## config.mk

```make
export PLATFORM = sky130hd
export DESIGN_NAME = cbad_front
export DESIGN_NICKNAME = d
export VERILOG_FILES = /design/src/sv/cbad_pkg.sv /design/src/sv/cbad_front.sv
export SDC_FILE = /design/constraint.sdc
export NUM_CORES = 1
export LEC_CHECK = 0
export BUFFER_PORTS_ARGS = -buffer_cell sky130_fd_sc_hd__buf_2
export CAP_MARGIN = 20
export CORE_MARGIN = 4
export CORE_UTILIZATION = 30
export DETAILED_ROUTE_END_ITERATION = 6
export PLACE_DENSITY_LB_ADDON = 0.08
export SYNTH_ARGS = -nofsm -noshare
export SYNTH_HDL_FRONTEND = slang
export SYNTH_SLANG_ARGS = --single-unit
```

## constraint.sdc

```tcl
create_clock -name vclk -period 2.4
set_input_delay 0.24 -clock vclk [all_inputs]
set_output_delay 0.24 -clock vclk [all_outputs]
set_load 0.005 [all_outputs]
```

## src/sv/cbad_pkg.sv

```systemverilog
package cbad_pkg;

  // Bus operation codes
  localparam logic [1:0] OpRead  = 2'd0;
  localparam logic [1:0] OpWrite = 2'd1;
  localparam logic [1:0] OpLoad  = 2'd2;

  // Result target codes
  localparam logic [2:0] TgtWram = 3'd0;
  localparam logic [2:0] TgtPpu  = 3'd1;
  localparam logic [2:0] TgtApu  = 3'd2;
  localparam logic [2:0] TgtPram = 3'd3;
  localparam logic [2:0] TgtRom  = 3'd4;
  localparam logic [2:0] TgtDma  = 3'd5;
  localparam logic [2:0] TgtErr  = 3'd6;

  // DMA source codes
  localparam logic [1:0] DmaWram = 2'd0;
  localparam logic [1:0] DmaPram = 2'd1;
  localparam logic [1:0] DmaRom  = 2'd2;

  // Memory map
  localparam logic [15:0] AddrPpuLo  = 16'h2000;
  localparam logic [15:0] AddrApuLo  = 16'h4000;
  localparam logic [15:0] AddrDmaReg = 16'h4014;
  localparam logic [15:0] AddrApuHi  = 16'h4020;
  localparam logic [15:0] AddrPramLo = 16'h6000;
  localparam logic [15:0] AddrRomLo  = 16'h8000;
  localparam logic [15:0] AddrRomHi  = 16'hC000;

  localparam int WorkRamBytes = 2048;
  localparam int WorkRamAw    = $clog2(WorkRamBytes);
  localparam int SaveRamBytes = 8192;
  localparam int SaveRamAw    = $clog2(SaveRamBytes);
  localparam int ApuBytes     = 33;
  localparam int ApuAw        = $clog2(ApuBytes);
  localparam int MemAw        = 15;

  localparam logic [9:0] DmaStallBase = 10'd513;

  typedef enum logic [2:0] {
    MEM_NONE,
    MEM_WRAM,
    MEM_PRAM,
    MEM_APU,
    MEM_ROM
  } mem_e;

  // One classified item, as it travels from front to back
  typedef struct packed {
    mem_e             mem;
    logic             we;
    logic [MemAw-1:0] maddr;
    logic [7:0]       wdata;
    logic [2:0]       target;
    logic [2:0]       preg;
    logic [1:0]       dsrc;
    logic [14:0]      doff;
    logic [9:0]       stall;
  } item_t;

  // One result item
  typedef struct packed {
    logic [7:0]  rdata;
    logic [2:0]  target;
    logic [2:0]  preg;
    logic [1:0]  dsrc;
    logic [14:0] doff;
    logic [9:0]  stall;
  } result_t;

endpackage

```

## src/sv/cbad_front.sv

```systemverilog
module cbad_front #(
  parameter int ROM_BYTES = 32768
) (
  input  logic              start_i,
  input  logic              full_i,
  input  logic              rom_is_16k_i,
  input  logic [1:0]        op_i,
  input  logic [15:0]       addr_i,
  input  logic [7:0]        wdata_i,
  input  logic              cycle_odd_i,
  input  logic [14:0]       rom_load_index_i,
  output logic              busy_o,
  output logic              push_o,
  output cbad_pkg::item_t   item_o
);

  import cbad_pkg::*;

  // Fold an offset below twice the ROM size into the ROM
  function automatic logic [14:0] rom_wrap(input logic [15:0] off);
    logic [15:0] res;
    res = off;
    if (off >= 16'(ROM_BYTES)) begin
      res = off - 16'(ROM_BYTES);
    end
    return res[14:0];
  endfunction

  function automatic logic [14:0] rom_index(input logic [15:0] a, input logic is16k);
    logic [15:0] off;
    if (is16k && a >= AddrRomHi) begin
      off = a - AddrRomHi;
    end else begin
      off = a - AddrRomLo;
    end
    return rom_wrap(off);
  endfunction

  logic [15:0] page;

  assign busy_o = full_i;
  assign push_o = start_i && !full_i;
  assign page   = {wdata_i, 8'h00};

  always_comb begin
    item_o        = '0;
    item_o.mem    = MEM_NONE;
    item_o.wdata  = wdata_i;
    item_o.target = TgtErr;
    unique case (op_i)
      OpRead: begin
        priority if (addr_i < AddrPpuLo) begin
          item_o.mem    = MEM_WRAM;
          item_o.maddr  = MemAw'(addr_i[WorkRamAw-1:0]);
          item_o.target = TgtWram;
        end else if (addr_i < AddrApuLo) begin
          item_o.target = TgtPpu;
          item_o.preg   = addr_i[2:0];
        end else if (addr_i <= AddrApuHi) begin
          item_o.mem    = MEM_APU;
          item_o.maddr  = MemAw'(addr_i[ApuAw-1:0]);
          item_o.target = TgtApu;
        end else if (addr_i < AddrPramLo) begin
          item_o.target = TgtErr;
        end else if (addr_i < AddrRomLo) begin
          item_o.mem    = MEM_PRAM;
          item_o.maddr  = MemAw'(addr_i[SaveRamAw-1:0]);
          item_o.target = TgtPram;
        end else begin
          item_o.mem    = MEM_ROM;
          item_o.maddr  = rom_index(addr_i, rom_is_16k_i);
          item_o.target = TgtRom;
        end
      end
      OpWrite: begin
        priority if (addr_i < AddrPpuLo) begin
          item_o.mem    = MEM_WRAM;
          item_o.we     = 1'b1;
          item_o.maddr  = MemAw'(addr_i[WorkRamAw-1:0]);
          item_o.target = TgtWram;
        end else if (addr_i < AddrApuLo) begin
          item_o.target = TgtPpu;
          item_o.preg   = addr_i[2:0];
        end else if (addr_i == AddrDmaReg) begin
          // Sprite DMA: report the page source, nothing is stored
          priority if (page < AddrPpuLo) begin
            item_o.dsrc   = DmaWram;
            item_o.doff   = 15'(page[WorkRamAw-1:0]);
            item_o.target = TgtDma;
          end else if (page < AddrPramLo) begin
            item_o.target = TgtErr;
          end else if (page < AddrRomLo) begin
            item_o.dsrc   = DmaPram;
            item_o.doff   = 15'(page[SaveRamAw-1:0]);
            item_o.target = TgtDma;
          end else begin
            item_o.dsrc   = DmaRom;
            item_o.doff   = rom_index(page, rom_is_16k_i);
            item_o.target = TgtDma;
          end
          if (item_o.target == TgtDma) begin
            item_o.stall = DmaStallBase + {9'd0, cycle_odd_i};
          end
        end else if (addr_i <= AddrApuHi) begin
          item_o.mem    = MEM_APU;
          item_o.we     = 1'b1;
          item_o.maddr  = MemAw'(addr_i[ApuAw-1:0]);
          item_o.target = TgtApu;
        end else if (addr_i >= AddrPramLo && addr_i < AddrRomLo) begin
          item_o.mem    = MEM_PRAM;
          item_o.we     = 1'b1;
          item_o.maddr  = MemAw'(addr_i[SaveRamAw-1:0]);
          item_o.target = TgtPram;
        end else begin
          item_o.target = TgtErr;
        end
      end
      OpLoad: begin
        item_o.mem    = MEM_ROM;
        item_o.we     = 1'b1;
        item_o.maddr  = rom_wrap({1'b0, rom_load_index_i});
        item_o.target = TgtRom;
      end
      default: begin
        item_o.target = TgtErr;
      end
    endcase
  end

endmodule

```

# After elaboration in Yosys (flattened, before gate mapping)
# Cells that the tools add are included.
# W data, S select, Z words.
# op_classes
reduce_logical	6
mux	63
magnitude_cmp	13
eq_ne	4
n_addsub	7
# op_table
cell	count
$mux W16	15
$mux W15	7
$mux W18	5
$mux W27	3
$ge A16 B16 Y1 const B	4
$sub A16 B16 Y16 const B	4
$mux W3	21
$mux W17	3
$lt A16 B15 Y1 const B	3
$pmux W15 S3	1
$lt A16 B14 Y1 const B	2
$lt A16 B16 Y1 const B	2
$mux W30	1
$sub A15 B1 Y15 const B	2
$pmux W3 S3	2
$eq A16 B15 Y1 const B	1
$ge A16 B15 Y1 const B	1
$le A16 B15 Y1 const B	1
$add A10 B1 Y10 const A	1
$mux W10	1
$pmux W3 S2	1
$logic_and A1 B1 Y1	4
$mux W2	2
$eq A3 B3 Y1 const B	1
other kinds (5)	5
# word_totals
in_bits	45
wordCells	93
register_bits	0

# Longest topological paths before layout
# depth
word_depth	19
depth_mapped	7
depth_no_buf	7

# Worst setup path before layout
# OpenSTA, ideal clock, no wires.
# synth_path
path_kind	input to output
startpoint	input port addr_i[2]
endpoint	output port item_o[41] (netlist name)
setup_slack_ns	0.625
required_time_ns	2.160
arrival_time_ns	1.535
cell_stages	5
path_buffers	0
cell_sequence	or4b_4 o22ai_2 a21oi_2 o32ai_4 a22o_1
# synth_lines
item	line	source
start, declared	cbad_front.sv:8	input logic [15:0] addr_i,
end, declared	cbad_front.sv:14	output cbad_pkg::item_t item_o

==> results_dict.tcl <==
set metrics [dict create \
    coreArea_um2 2850 \
    wl_per_cell_um 13.6 \
    drt_wl_total_um 3220 \
    finalMaxSlewViolations 0 \
    synthCells 130 \
    portBuffers 92 \
    synth.area.top_cells "buf_4 (20%), a22o_1 (12%), and2_1 (6.1%)" \
    grt_pass1_vias 1056 \
    chipHeight_um 63.4 \
    cp-start-kind "input pin" \
    worstHoldEndpoint "item_o[35]" \
    final.fill_count 311 \
    startpoint "addr_i[14]" \
    tightest_slew_ps 820 \
    synthMuxAreaShare 0 \
    nets 257 \
    powerDensity_nw_per_um2 151 \
    clkbuf_count 0 \
    ant_nets 0 \
    worst_ep_arrival_time_ps 1920 \
    ir_drop_uv 44.3 \
    synth_top_family_by_area "compound AO/OA/AOI/OAI gates" \
    synth_top_area_frac 0.204 \
    yosys.area_share.simple 0.324 \
    hold_depth 2 \
    design.seq.count 0 \
    diodes 0 \
    hold_class "in2out" \
    hold_start "wdata_i[2]" \
    dieWidth_um 63.4 \
    num_rows 19 \
    tns_ps 0 \
    vias_per_cell 4.89 \
    synth-compound-area-share 0.326 \
    max_cap_viol_count 0 \
    drive_gt1_frac 0.485 \
    cp-end-kind "primary output" \
    place_hpwl_um 2790 \
    synth_xor_xnor_area_share 0.0190 \
    start_util 0.323 \
    yosysSeqAreaShare 0 \
    postCtsHoldBufs 0 \
    setup_viol 0 \
    rsz0062_at_grt "false" \
    period_needed_ps 2160 \
    vias 1159 \
    ff_latch_area_um2 0 \
    cts_setup_buffers 0 \
    track_usage 0.143 \
    yosysTopAreaCell "buf_4" \
    ctsResizeCount 0 \
    leakage_nw 0.727 \
    synth_fa_ha_area_frac 0.0543 \
    drc 0 \
    fmax_mhz 462 \
    syn_area_um2 922 \
    critPathKind "in2out" \
    syn_to_final_growth_pct 35.0 \
    grt_max_degree 15 \
    yosysMostFrequentCell "buf_4" \
    syn_area_per_cell_um2 7.09 \
    ios 107 \
    cp_max_fo 12 \
    drtIter0Drc 29 \
    required_ps 2160 \
    place_congestion 0.858 \
    outcome "completed" \
    dieArea_um2 4020 \
    relSlewSlack 0.452 \
    grt_pass1_wl_um 4980 \
    globalRouteOverflowTotal 0 \
    finalHoldViolations 0 \
    antenna_found_initial 0 \
    ys_warn_count 0 \
    first_pass_iters 4 \
    synth_cell_types 44 \
    power_mw 0.187 \
    fin_crit_sh 0.902 \
    synthTopCellsByCount "buf_4 (25), a22o_1 (13), nor2_1 (10)" \
]
-- placed cells by master, fill, tap and decap left out, drive strengths merged, types with 2 or more instances in the layout --
cell	count
ha	4
nand2	6
buf	92
and2	11
a31oi	3
conb	15
or2	2
xnor2	2
inv	6
nor4	2
nor2	10
o21ai	4
a21oi	7
nor2b	3
or4b	2
nand3	2
a22o	13
nor3	6
-- per-stage QoR --
stage | util | std cells | hold slack (ps) | setup slack (ps) | instance area, um2
3_5_place_dp | 0.436 | 237 | 656 | 249 | 1240
2_1_floorplan | - | 144 | 510 | 625 | 975
6_report | 0.436 | 237 | 656 | 236 | 1240
3_3_place_gp | 0.436 | 237 | 659 | 270 | 1240
5_1_grt | 0.436 | 237 | 670 | 42.1 | 1240
4_1_cts | 0.436 | 237 | 658 | 252 | 1240
-- cells by family (layout without fill, tap and decap cells) --
group,after synthesis,count (layout)
AOI/OAI and AO/OA,37,37
xor gates and xnor gates,2,2
adders and majority gates,4,4
buffers and inverters,36,98
other,1,15
and+or+nand+nor,50,50
-- final cells by class --
| cell class | instances | area (um2) | share of cell area |
|---|---|---|---|
| Timing Repair Buffer | 92 | 460 | 0.370 |
| Tap cell | 31 | 38.8 | 0.0312 |
| Multi-Input combinational cell | 108 | 723 | 0.581 |
| Inverter | 6 | 22.5 | 0.0181 |
-- metal layers --
metal  global-route usage  wire (um)  up-vias
met5                    0          0        -
met4              0.00539         12        0
met3               0.0124        252        2
met2                0.265       1580       58
met1                0.188       1370      509
li1                     -          -      590
-- worst max-delay path by stage --
stage	cells after the start	to	slack [ps]
after floorplan	5	item_o[41]	620
after global placement	7	item_o[41]	270
after detailed placement	7	item_o[42]	250
after CTS	7	item_o[42]	250
after global routing	7	item_o[45]	40
final	7	item_o[42]	240
-- power breakdown --
group          switching (mW)  internal [mW]
clock                       0              0
combinational          0.0988         0.0887
sequential                  0              0
total                  0.0988         0.0887
-- worst max-delay path, stage by stage --
cell and delay (ps):
buf_2 200, or4b_4 500, o22ai_2 170, a21oi_2 130, o32ai_4 370, a22o_1 190
buf_2 110
No activity file was read; power rests on OpenSTA's default activity.
