--- config.mk ---
export PLATFORM = sky130hd
export DESIGN_NAME = cbad_queue
export DESIGN_NICKNAME = d
export VERILOG_FILES = /design/src/sv/cbad_pkg.sv /design/src/sv/cbad_queue.sv
export SDC_FILE = /design/constraint.sdc
export NUM_CORES = 1
export LEC_CHECK = 0
export ABC_AREA = 1
export BUFFER_PORTS_ARGS = -buffer_cell sky130_fd_sc_hd__buf_2
export CAP_MARGIN = 20
export CORE_MARGIN = 2
export CORE_UTILIZATION = 33
export DETAILED_ROUTE_END_ITERATION = 10
export GPL_ROUTABILITY_DRIVEN = 0
export SYNTH_ARGS = -nofsm -noshare
export SYNTH_HDL_FRONTEND = slang
export SYNTH_SLANG_ARGS = --single-unit
--- constraint.sdc ---
create_clock -name clk_i -period 4.96 [get_ports clk_i]
set_input_delay 0.992 -clock clk_i [delete_from_list [all_inputs] [get_ports clk_i]]
set_output_delay 0.992 -clock clk_i [all_outputs]
set_load 0.05 [all_outputs]
--- src/sv/cbad_pkg.sv ---
package cbad_pkg;

  // Bus operation codes
  localparam logic [1:0] OpRead  = 2'd0;
  localparam logic [1:0] OpWrite = 2'd1;
  localparam logic [1:0] OpLoad  = 2'd2;

  // Result target codes
  localparam logic [2:0] TgtWram = 3'd0;
  localparam logic [2:0] TgtPpu  = 3'd1;
  localparam logic [2:0] TgtApu  = 3'd2;
  localparam logic [2:0] TgtPram = 3'd3;
  localparam logic [2:0] TgtRom  = 3'd4;
  localparam logic [2:0] TgtDma  = 3'd5;
  localparam logic [2:0] TgtErr  = 3'd6;

  // DMA source codes
  localparam logic [1:0] DmaWram = 2'd0;
  localparam logic [1:0] DmaPram = 2'd1;
  localparam logic [1:0] DmaRom  = 2'd2;

  // Memory map
  localparam logic [15:0] AddrPpuLo  = 16'h2000;
  localparam logic [15:0] AddrApuLo  = 16'h4000;
  localparam logic [15:0] AddrDmaReg = 16'h4014;
  localparam logic [15:0] AddrApuHi  = 16'h4020;
  localparam logic [15:0] AddrPramLo = 16'h6000;
  localparam logic [15:0] AddrRomLo  = 16'h8000;
  localparam logic [15:0] AddrRomHi  = 16'hC000;

  localparam int WorkRamBytes = 2048;
  localparam int WorkRamAw    = $clog2(WorkRamBytes);
  localparam int SaveRamBytes = 8192;
  localparam int SaveRamAw    = $clog2(SaveRamBytes);
  localparam int ApuBytes     = 33;
  localparam int ApuAw        = $clog2(ApuBytes);
  localparam int MemAw        = 15;

  localparam logic [9:0] DmaStallBase = 10'd513;

  typedef enum logic [2:0] {
    MEM_NONE,
    MEM_WRAM,
    MEM_PRAM,
    MEM_APU,
    MEM_ROM
  } mem_e;

  // One classified item, as it travels from front to back
  typedef struct packed {
    mem_e             mem;
    logic             we;
    logic [MemAw-1:0] maddr;
    logic [7:0]       wdata;
    logic [2:0]       target;
    logic [2:0]       preg;
    logic [1:0]       dsrc;
    logic [14:0]      doff;
    logic [9:0]       stall;
  } item_t;

  // One result item
  typedef struct packed {
    logic [7:0]  rdata;
    logic [2:0]  target;
    logic [2:0]  preg;
    logic [1:0]  dsrc;
    logic [14:0] doff;
    logic [9:0]  stall;
  } result_t;

endpackage

--- src/sv/cbad_queue.sv ---
module cbad_queue (
  input  logic            clk_i,
  input  logic            rst_ni,
  input  logic            push_i,
  input  cbad_pkg::item_t item_i,
  input  logic            pop_i,
  output logic            full_o,
  output logic            empty_o,
  output cbad_pkg::item_t item_o
);

  import cbad_pkg::*;

  item_t      slot_q [2];
  logic       wr_ptr_q, wr_ptr_d;
  logic       rd_ptr_q, rd_ptr_d;
  logic [1:0] count_q, count_d;
  logic       do_push, do_pop;

  assign full_o  = (count_q == 2'd2);
  assign empty_o = (count_q == 2'd0);
  assign do_push = push_i && !full_o;
  assign do_pop  = pop_i && !empty_o;
  assign item_o  = slot_q[rd_ptr_q];

  always_comb begin
    wr_ptr_d = wr_ptr_q ^ do_push;
    rd_ptr_d = rd_ptr_q ^ do_pop;
    count_d  = count_q + {1'b0, do_push} - {1'b0, do_pop};
  end

  always_ff @(posedge clk_i) begin
    if (do_push) begin
      slot_q[wr_ptr_q] <= item_i;
    end
  end

  always_ff @(posedge clk_i or negedge rst_ni) begin
    if (!rst_ni) begin
      wr_ptr_q <= 1'b0;
      rd_ptr_q <= 1'b0;
      count_q  <= 2'd0;
    end else begin
      wr_ptr_q <= wr_ptr_d;
      rd_ptr_q <= rd_ptr_d;
      count_q  <= count_d;
    end
  end

endmodule

* Word-level counts from Yosys, hierarchy flattened
Memories as Yosys holds them, arrays and structs flattened. Cells that the tools add are included. W data, S select, Z words.
Operators by class: equality and inequality tests 1, reduce and logical (&&, ||, !) cells 5, bitwise gates (word level) 2, add/subtract/negate cells 2, multiplexer cells 2
Operator list (number):
- $add A2 B1 Y2 | 1
- $eq A2 B2 Y1 const B | 1
- $logic_and A1 B1 Y1 | 2
- $logic_not A1 Y1 | 2
- $logic_not A2 Y1 | 1
- $mux W1 | 2
- $sub A2 B1 Y2 | 1
- $xor A1 B1 Y1 | 2
Word-level totals: output and inout port bits 62, input port bits 64, logic and storage cells 16, register bits 4, bits in writable memories 120, memories kept 1
Memories:
- slot_q | depth 2, bits a word 60, rd ports 1, clocked after Yosys merged registers in 0, wr ports 1, RTL line cbad_queue.sv:14 | item_t slot_q [2];

* Longest topological paths before layout
Gate-level depths: netlist of the first run.
word-level depth 5, depth in mapped cells 10

* Worst setup path before layout of the first run
Ideal clock, no wire load.
path kind input to register, start in push_i, end mem slot_q[1][0] (netlist name) (enable), setup time 0.424 ns, stages 3, data required time 4.536 ns, buffers on the path 0, data arrival time 2.632 ns, slack 1.903 ns, path through o21ai_0 -> inv_1 -> ha_1
Between the ends: cells in the longest elaborated chain, start to end 3
RTL lines:
- start: declaration | RTL line cbad_queue.sv:4 | input logic push_i,
- $logic_and A1 B1 Y1 | RTL line cbad_queue.sv:22 | assign do_push = push_i && !full_o;
- $mux W1 | RTL line cbad_queue.sv:33 | if (do_push) begin
- $mux W1 (not written as such) | RTL line cbad_queue.sv:34 | slot_q[wr_ptr_q] <= item_i;
- end: declaration | RTL line cbad_queue.sv:14
No other way between the ends.

==> reports/results.ini, run 1 <==
[clock_tree]
postCtsSetupRepairBufs = 0
clk_pin_slew_ns = 0.05
cts_max_level = 4
cts_buffers = 17
cts_tree = built
ctsResizeCount = 0
cts_buffer_depth = 2
clock-root-buffer = clkbuf_16
cts_num_sinks = 124
hold_buffers = 0
worstSkewPairLatency_ns = 0.41

[synth]
synth_area_leaders = edfxtp_1 77%, nand2_1 15%, dfrtp_1 2.1%
yosysTopAreaCellShare_pct = 77.3
synth_cell_types = 12
syn_nets = 413
seq_area_frac_synth_pct = 79.5
syn-cell-area_um2 = 4660
yosys_register_bits = 124
yosysWarnings = 0
synth_cells = 345
syn_avg_cell_area_um2 = 13.5
synth_top_area_cell = edfxtp_1

[die]
core_area_um2 = 13800
rows = 43
ioPinCount = 126
die-height_um = 123
dieArea_um2 = 15100
die_w_um = 123
initial_core_util_pct = 33.7

[setup_path]
critPathKind = flip-flop to output port
critPathRequiredTime_ns = 3.97
endpoint_kind = output port
critPathMaxFanout = 32
arrival_ns = 2.10
cp-start-kind = flip-flop

[timing]
rsz0062_at_grt = false
fin_skew_ns = 0.00788
hold_viol_final = 0
max_freq_ghz = 0.323
slew_headroom_pct = 40.8
layout_min_cycle_time_ns = 3.09
report.final.slew_viol_count = 0
fin_tns_setup_ns = 0
setup_viol_count_final = 0
period_share_pct = 62.3
worst_pin_slew_ns = 0.888

[hold_path]
min_path_type = input pin to async pin

[placement]
hpwl_um = 5350
io_buffers = 125

[global_routing]
overflow = 0
grt_pass1_vias = 2721
grt_max_degree = 62
track_usage_pct = 12.2
grt_pass1_wl_um = 13400
antenna_found_initial = 0

[cells_and_area]
area_growth_pct = 28.2
fill_cells = 1284
layout-drive-gt1-share_pct = 31.7
finalNetCount = 545
antenna_cells = 0

[drt]
routed_wl_um = 8840
first_pass_iters = 4
wl_per_cell_um = 13.2
vias = 2840
drt_iter0_drc = 125
ant_nets = 0
drcViolationCount = 0
via_per_inst = 4.25

[run]
maxCapViolations = 0

[outcome]
status = completed

==> per-stage QoR <==
step	instance area (um^2)	util [%]	setup WS (ns)	hold slack [ns]	std cells
5_1_grt	5980	43.2	1.73	0.363	669
2_1_floorplan	4660	-	1.90	0.517	345
3_5_place_dp	5410	39.1	2.27	0.547	638
6_report	5980	43.2	1.87	0.379	669
3_3_place_gp	5410	39.1	2.29	0.535	638
4_1_cts	5980	43.2	1.82	0.365	669
==> sequential cells by signal (all words and copies together) (netlist names) <==
register,count
slot_q,120
count_q,2
rd_ptr_q,1
wr_ptr_q,1
==> worst max-delay path, cell delays in order, from the launching register on <==
cell and delay [ns]:
dfrtp_2 0.76, buf_4 0.44, nand2_1 0.10, nand2_1 0.09, buf_2 0.26
==> final timing paths <==
path,startpoint,to,slack [ns],depth (start not counted)
worst min register to register,count_q[0],count_q[0],0.55,1
worst max register to register,count_q[1],slot_q[0][36],3.04,4
worst min-delay path,rst_ni,count_q[0],0.38,1
min in group clk_i,count_q[0],count_q[0],0.55,1
max in group asynchronous,rst_ni,rd_ptr_q,4.44,1
worst max-delay path,rd_ptr_q,item_o[49],1.87,4
==> logic make-up after synthesis <==
kind of cell | after synthesis | share of synthesized area, %
fa+ha+maj | 4 | 1.07
flops | 124 | 79.5
compound gates | 1 | 0.107
buf+inv | 24 | 3.81
simple gates | 192 | 15.5
==> cells in the final DEF (no fill, tap or decap) <==
cell       count
dfrtp_1        3
nand3_1        2
clkbuf_16     17
dfrtp_2        1
nor2_1         1
buf_2        125
bufinv_16      3
inv_1         10
ha_4           2
edfxtp_1     120
o21ai_0        1
inv_6          1
buf_4          1
ha_1           2
clkinv_1       3
clkbuf_1       3
clkinv_2       5
nand2_1      189
==> synthesized netlist by cell type, drive strengths merged <==
cell type / n
buf: 13
nand3: 2
edfxtp: 120
o21ai: 1
ha: 4
nand2: 189
nor2: 1
inv: 11
dfrtp: 4
==> metal layers <==
layer,global-route usage (%),share of wire (%)
met1,13.9,43
met2,19.6,49
met3,4.93,6.8
met4,6.25,1.7
met5,0,0
==> cell type report <==
cell class	instances	area (um^2)	share of cell area, %
multi-input cells	197	803	13.4
inverters	11	46.3	0.775
flip-flops and latches	124	3700	62.0
clock inverters	11	126	2.11
repair buffers	126	633	10.6
well taps	180	225	3.77
clock buffers	20	437	7.31
Power of run 1 is left out: the tool's default activity adds up to more than one toggle a clock period on the data nets, which glitch-free logic cannot reach.
==> run 2: changes to the inputs <==
--- a/config.mk
+++ b/config.mk
@@ -5,7 +5,7 @@
 export SDC_FILE = /design/constraint.sdc
 export NUM_CORES = 1
 export LEC_CHECK = 0
-export ABC_AREA = 1
+export ABC_AREA = 0
 export BUFFER_PORTS_ARGS = -buffer_cell sky130_fd_sc_hd__buf_2
 export CAP_MARGIN = 20
 export CORE_MARGIN = 2
==> constraint.sdc (replaced) <==
create_clock -name clk_i -period 3.2 [get_ports clk_i]
set_input_delay 0.64 -clock clk_i [delete_from_list [all_inputs] [get_ports clk_i]]
set_output_delay 0.64 -clock clk_i [all_outputs]
set_load 0.05 [all_outputs]
==> run 2 against run 1 <==
Routed wire length shrank 5.4%. Clock skew grew 0.0027 ns. Synthesized cell count shrank 40%. Critical endpoint is now item_o[52]. Critical path depth shrank 1.
==> reports/results.ini, run 2 <==
[outcome]
status = completed

[clock_tree]
worstSkewPairLatency_ns = 0.41  ; about the same
clk_pin_slew_ns = 0.06  ; about the same
clock-root-buffer = clkbuf_16
ctsResizeCount = 0  ; unchanged
postCtsSetupRepairBufs = 0  ; unchanged
cts_tree = built
cts_buffer_depth = 2  ; unchanged
cts_max_level = 4  ; unchanged
cts_buffers = 17  ; unchanged
cts_num_sinks = 124  ; unchanged
hold_buffers = 0  ; unchanged

[cells_and_area]
area_growth_pct = 29.3
postLayoutCoreUtil_pct = 43.5  ; +0.26 points
largest_register_ffs = 120  ; unchanged
fill_cells = 1314  ; +2.3%
layout-drive-gt1-share_pct = 60.8  ; +29 points
final_common_cell = buf_2
stdcell_count = 544  ; -19%
top_register = slot_q
antenna_cells = 0  ; unchanged
final_cell_mix = 125 x buf_2, 120 x edfxtp_1, 59 x mux2_4, 17 x clkbuf_16, 5 x bufinv_16
seqCellArea_um2 = 3710  ; about the same
design_area_um2 = 6270  ; +4.9%
multi_input_area_um2 = 1030  ; +28%
finalNetCount = 415  ; -24%
reg_top3 = slot_q (120), count_q (2)

[power_and_ir_drop]
p_int_mw = 4.53
p_seq_share_pct = 33.3
finalPower_mw = 7.26
leakage_nw = 2.54
p_per_area_nw_per_um2 = 1160
p_sw_mw = 2.73
power.share.combinational_pct = 38.6
ir_drop_v = 0.000735
p_sw_share_pct = 37.6
clkPwrFrac_pct = 28.1

[timing]
layout_setup_ws_ns = 0.519  ; -1.35 ns
period_share_pct = 83.8
rsz0062_at_grt = false
slew_headroom_pct = 41.0  ; +0.19 points
worst_pin_slew_ns = 0.885  ; -0.00288 ns
fin_skew_ns = 0.0106  ; +0.00271 ns
hold-worst-slack_ns = 0.414  ; +0.0352 ns
report.final.slew_viol_count = 0  ; unchanged
layout_min_cycle_time_ns = 2.68
hold_viol_final = 0  ; unchanged
setup_viol_count_final = 0  ; unchanged
max_freq_ghz = 0.373
fin_tns_setup_ns = 0  ; unchanged

[die]
rows = 44  ; +2.3%
initial_core_util_pct = 33.6  ; -0.067 points
core_area_um2 = 14400  ; +4.3%
ioPinCount = 126  ; unchanged
die-height_um = 125  ; +2.0%
dieArea_um2 = 15700  ; +4.0%
die_w_um = 125  ; +2.0%

[setup_path]
crit_family = flip-flops
critPathKind = flip-flop to output port
r2r_end = slot_q[1][25]
crit_slowest_cell = dfrtp_4
endpoint_kind = output port
worst-path-buf-inv = 2  ; unchanged
cp-start-kind = flip-flop
r2r_setup_slack_ns = 1.25  ; -1.79 ns
critPathRequiredTime_ns = 2.56  ; -1.41 ns
rr_worst_depth = 3  ; -1
arrival_ns = 2.04  ; -0.06 ns
crit_end = item_o[52]
cp-startpoint = rd_ptr_q
cp.depth = 3  ; -1
worstPathCellList = buf_12 -> mux2_4 -> buf_2
critPathMaxFanout = 27  ; -16%
max_stage_delay_ns = 0.73  ; -0.03 ns
worstReg2RegStart = count_q[0]

[synth]
synth_area_leaders = edfxtp_1 74%, mux2_4 18%, buf_12 2.5%
yosys_register_bits = 124  ; unchanged
yosysWarnings = 0  ; unchanged
yosysTopAreaCellShare_pct = 74.3  ; -3.1 points
synth_top_area_cell = edfxtp_1
synth_cells = 207  ; -40%
synth.most_common_cell = edfxtp_1
syn_avg_cell_area_um2 = 23.4  ; +74%
syn_nets = 275  ; -33%
async_reset_ff_share_pct = 3.23  ; unchanged
syn-cell-area_um2 = 4850  ; +4.1%
seq_area_frac_synth_pct = 76.3  ; -3.1 points
ys_top_cells_by_count = 120 x edfxtp_1, 59 x mux2_4, 6 x buf_12
synth-edff-count = 120  ; unchanged
synth_cell_types = 15  ; +3
synth_ff_type = edfxtp_1

[global_routing]
met2_usage_pct = 18.3  ; -1.3 points
met1_usage_pct = 11.6  ; -2.3 points
antenna_found_initial = 0  ; unchanged
top_usage_layer = met2
met3_usage_pct = 5.82  ; +0.89 points
track_usage_pct = 11.1  ; -1.1 points
overflow = 0  ; unchanged
grt_pass1_wl_um = 12800  ; -4.7%
grt_pass1_vias = 2453  ; -9.8%
grt_max_degree = 61  ; -1.6%

[placement]
hpwl_um = 5210  ; -2.6%
dpl.cell_count = 511  ; -20%
place_ws_ns = 0.930  ; -1.34 ns
dpl_cell_area_um2 = 5630  ; +4.0%
io_buffers = 125  ; unchanged

[drt]
first_pass_iters = 4  ; unchanged
ant_nets = 0  ; unchanged
via_per_inst = 4.31  ; +1.5%
wl_per_cell_um = 15.4  ; +16%
vias = 2344  ; -17%
drt_iter0_drc = 120  ; -4.0%
drcViolationCount = 0  ; unchanged
routed_wl_um = 8360  ; -5.4%

[run]
maxCapViolations = 0  ; unchanged

[hold_path]
min_path_type = input pin to flip-flop

-- run 2: cell count changes after synthesis, sizes merged, moves of 2 or more --
cell | previous run | this run
inv | 11 | 4
nand3 | 2 | 0
xnor2 | 0 | 2
mux2 | 0 | 60
buf | 13 | 7
nand2 | 189 | 1
-- run 2: metal layers --
metal | up-vias | wire length (um) | part of all wire (%)
li1 | 1092 | - | -
met4 | 0 | 127 | 1.5
met5 | - | 0 | 0
met1 | 1156 | 3400 | 41
met2 | 83 | 4200 | 50
met3 | 13 | 627 | 7.5
-- run 2: final cells by class --
type	count	share of cell area, %
clock buffer	18	6.84
clock inverter	14	3.19
inverter	4	0.239
multi-input combinational	72	16.4
sequential	124	59.1
tap	184	3.67
timing repair buffer	128	10.6
-- run 2: power by group through the flow --
stage	Sequential, mW	Combinational [mW]	Clock, mW
after global placement	2.44	2.83	0
after detailed placement	2.46	2.85	0
after CTS	2.43	2.86	2.08
final	2.42	2.80	2.04
after floorplan	2.35	2.53	0
after global routing	2.46	2.96	2.15
-- run 2: kinds of logic (layout without fill, tap and decap cells) --
group	after synthesis	in the layout	share of synthesized area [%]
AO/OA/AOI/OAI	1	1	0.155
XOR/XNOR	3	3	0.542
adder cells (fa/ha/maj)	4	4	1.03
buffers and inverters	11	164	3.02
flip-flops	124	124	76.3
multiplexers	60	60	18.5
AND/OR/NAND/NOR	4	4	0.413
-- run 2: worst reg2reg max path: stages, from the launching register on --
cell      delay (ns)
dfrtp_1         0.38
nand2b_1        0.15
and2_1          0.24
ha_4            0.74
-- run 2: how the worst min path moves through the flow --
| stage | end | cells after the start | startpoint | slack, ns |
|---|---|---|---|---|
| 4_1_cts | count_q[0] | 1 | rst_ni | 0.004 |
| 5_1_grt | slot_q[0][35] | 1 | item_i[35] | 0.39 |
| 2_1_floorplan | count_q[0] | 0 | rst_ni | 0.34 |
| 3_3_place_gp | count_q[0] | 1 | rst_ni | 0.45 |
| 6_report | slot_q[1][39] | 1 | item_i[39] | 0.41 |
| 3_5_place_dp | count_q[0] | 1 | rst_ni | 0.46 |
Note: power is estimated with default switching activity, not from simulation.
==> run 3: changes to the inputs <==
==> constraint.sdc (replaced) <==
create_clock -name clk_i -period 2.28 [get_ports clk_i]
set_input_delay 0.456 -clock clk_i [delete_from_list [all_inputs] [get_ports clk_i]]
set_output_delay 0.456 -clock clk_i [all_outputs]
set_load 0.05 [all_outputs]
==> run 3 against run 2 <==
Register-to-register slack lost 0.61 ns. Critical endpoint is now item_o[13]. Hold slack lost 0.18 ns. Final area grew 0.50%. Utilization grew 0.22 points. Largest cell class unchanged. Highest routed layer unchanged.
==> reports/results.ini, run 3 (synthesis gave the netlist of run 2 again) <==
[outcome]
status = completed

[timing]
fin_skew_ns = 0.00577  ; -0.00482 ns
fin_tns_setup_ns = 0  ; unchanged
layout_min_cycle_time_ns = 2.16
max_freq_ghz = 0.463
worst_pin_slew_ns = 0.350  ; -0.535 ns
hold_viol_final = 0  ; unchanged
rsz0062_at_grt = false
report.final.slew_viol_count = 0  ; unchanged
slew_headroom_pct = 76.6  ; +36 points
setup_viol_count_final = 0  ; unchanged
period_share_pct = 94.7

[clock_tree]
worstSkewPairLatency_ns = 0.41  ; about the same
clk_pin_slew_ns = 0.05  ; about the same
clock-root-buffer = clkbuf_16
ctsResizeCount = 0  ; unchanged
cts_max_level = 4  ; unchanged
cts_buffers = 17  ; unchanged
cts_buffer_depth = 2  ; unchanged
cts_tree = built
cts_num_sinks = 124  ; unchanged

[setup_path]
crit_slowest_cell = dfrtp_4
critPathMaxFanout = 16  ; -41%
rr_worst_depth = 4  ; +1
cp-start-kind = flip-flop
endpoint_kind = output port
worstReg2RegStart = count_q[1]
arrival_ns = 1.70  ; -0.34 ns
critPathRequiredTime_ns = 1.82  ; -0.74 ns
r2r_setup_slack_ns = 0.64  ; -0.61 ns
max_stage_delay_ns = 0.57  ; -0.16 ns
r2r_end = slot_q[1][45]
worstPathCellList = buf_12 -> mux2_4 -> buf_2
critPathKind = flip-flop to output port

[cells_and_area]
finalNetCount = 424  ; +2.2%
largest_register_ffs = 120  ; unchanged
final_cell_mix = 125 x buf_2, 120 x edfxtp_1, 59 x mux2_4, 17 x clkbuf_16, 7 x clkbuf_1
layout-drive-gt1-share_pct = 60.4  ; -0.40 points
final_common_cell = buf_2
reg_top3 = slot_q (120), count_q (2)
top_register = slot_q
fill_cells = 1330  ; +1.2%
postLayoutCoreUtil_pct = 43.7  ; +0.22 points
area_growth_pct = 29.9
antenna_cells = 0  ; unchanged

[die]
die_w_um = 125  ; unchanged
dieArea_um2 = 15700  ; unchanged
initial_core_util_pct = 33.6  ; unchanged
rows = 44  ; unchanged
die-height_um = 125  ; unchanged
core_area_um2 = 14400  ; unchanged
ioPinCount = 126  ; unchanged

[drt]
ant_nets = 0  ; unchanged
first_pass_iters = 4  ; unchanged
wl_per_cell_um = 15.8  ; +2.9%
drt_iter0_drc = 117  ; -2.5%
routed_wl_um = 8740  ; +4.6%
drcViolationCount = 0  ; unchanged
via_per_inst = 4.25  ; -1.3%
vias = 2351  ; +0.30%

[global_routing]
grt_pass1_vias = 2494  ; +1.7%
track_usage_pct = 11.6  ; +0.54 points
grt_max_degree = 37  ; -39%
antenna_found_initial = 0  ; unchanged
overflow = 0  ; unchanged
grt_pass1_wl_um = 13200  ; +3.5%

[power_and_ir_drop]
leakage_nw = 2.56  ; +1.1%
ir_drop_v = 0.000746  ; +1.4%
p_per_area_nw_per_um2 = 1580  ; +36%

[hold_path]
whs_endpoint = slot_q[1][28]
min_path_type = input pin to flip-flop
hp-start = item_i[28]
hold-path-cell-count = 1  ; unchanged

[run]
maxCapViolations = 0  ; unchanged

[placement]
io_buffers = 125  ; unchanged
hpwl_um = 5680  ; +9.0%

run 3: cell types whose count changed in the layout (fill, tap and decap cells not counted), sizes merged:
cell and change:
bufinv -5, clkinvlp -3, clkinv -4, clkbuf +12, buf +9
run 3: how the worst max path moves through the flow:
stage | from | end
detailed placement | rd_ptr_q | item_o[4]
global route | rd_ptr_q | item_o[13]
floorplan | count_q[1] | slot_q[1][0]
global placement | rd_ptr_q | item_o[54]
finish | rd_ptr_q | item_o[13]
CTS | rd_ptr_q | item_o[4]
run 3: metal layers:
metal	share of wire, %	up-vias	global-route usage, %
met1	41	1151	12.9
met4	1.9	0	6.67
met2	50	81	18.6
met5	0	-	0
li1	-	1107	-
met3	7.3	12	5.22
run 3: power by group:
group	switching (mW)	total (mW)	internal [mW]	leakage [nW]
registers	0.186	3.31	3.13	1.16
clock network	0.874	2.43	1.56	0.266
logic	2.75	4.19	1.44	1.14
total	3.81	9.94	6.12	2.56
run 3: repair_timing:
| item | 4_1_cts | 5_1_grt |
|---|---|---|
| hold buffers | 1 | 0 |
| endpoints found under the hold margin | 4 | 0 |
| endpoints found under the setup margin | 45 | 0 |
| setup buffers | 4 | 0 |
run 3: cell type report:
cell class                 count  area (um^2)  share of cell area [%]
timing repair buffer         137          781                    12.4
multi-input combinational     72         1030                    16.3
tap                          184          230                    3.65
clock inverter                 2         8.76                   0.139
sequential                   124         3710                    58.8
inverter                       4         15.0                   0.238
clock buffer                  30          534                    8.48
run 3: worst max-delay path, delay by kind of cell, from the launching register on:
kind     cells  cell delay [ns]
buf+inv      2             0.41
flops        1             0.57
mux          1             0.30
run 3: metrics by stage:
stage	area (um^2)	std cells	hold WS, ns	power, mW	setup slack, ns
floorplan	4850	207	0.160	6.84	-0.257
global placement	5720	516	0.269	7.53	0.361
detailed placement	5720	516	0.275	7.56	0.348
CTS	6300	553	0.204	10.1	0.0639
global route	6300	553	0.212	10.4	0.0467
finish	6300	553	0.234	9.94	0.121
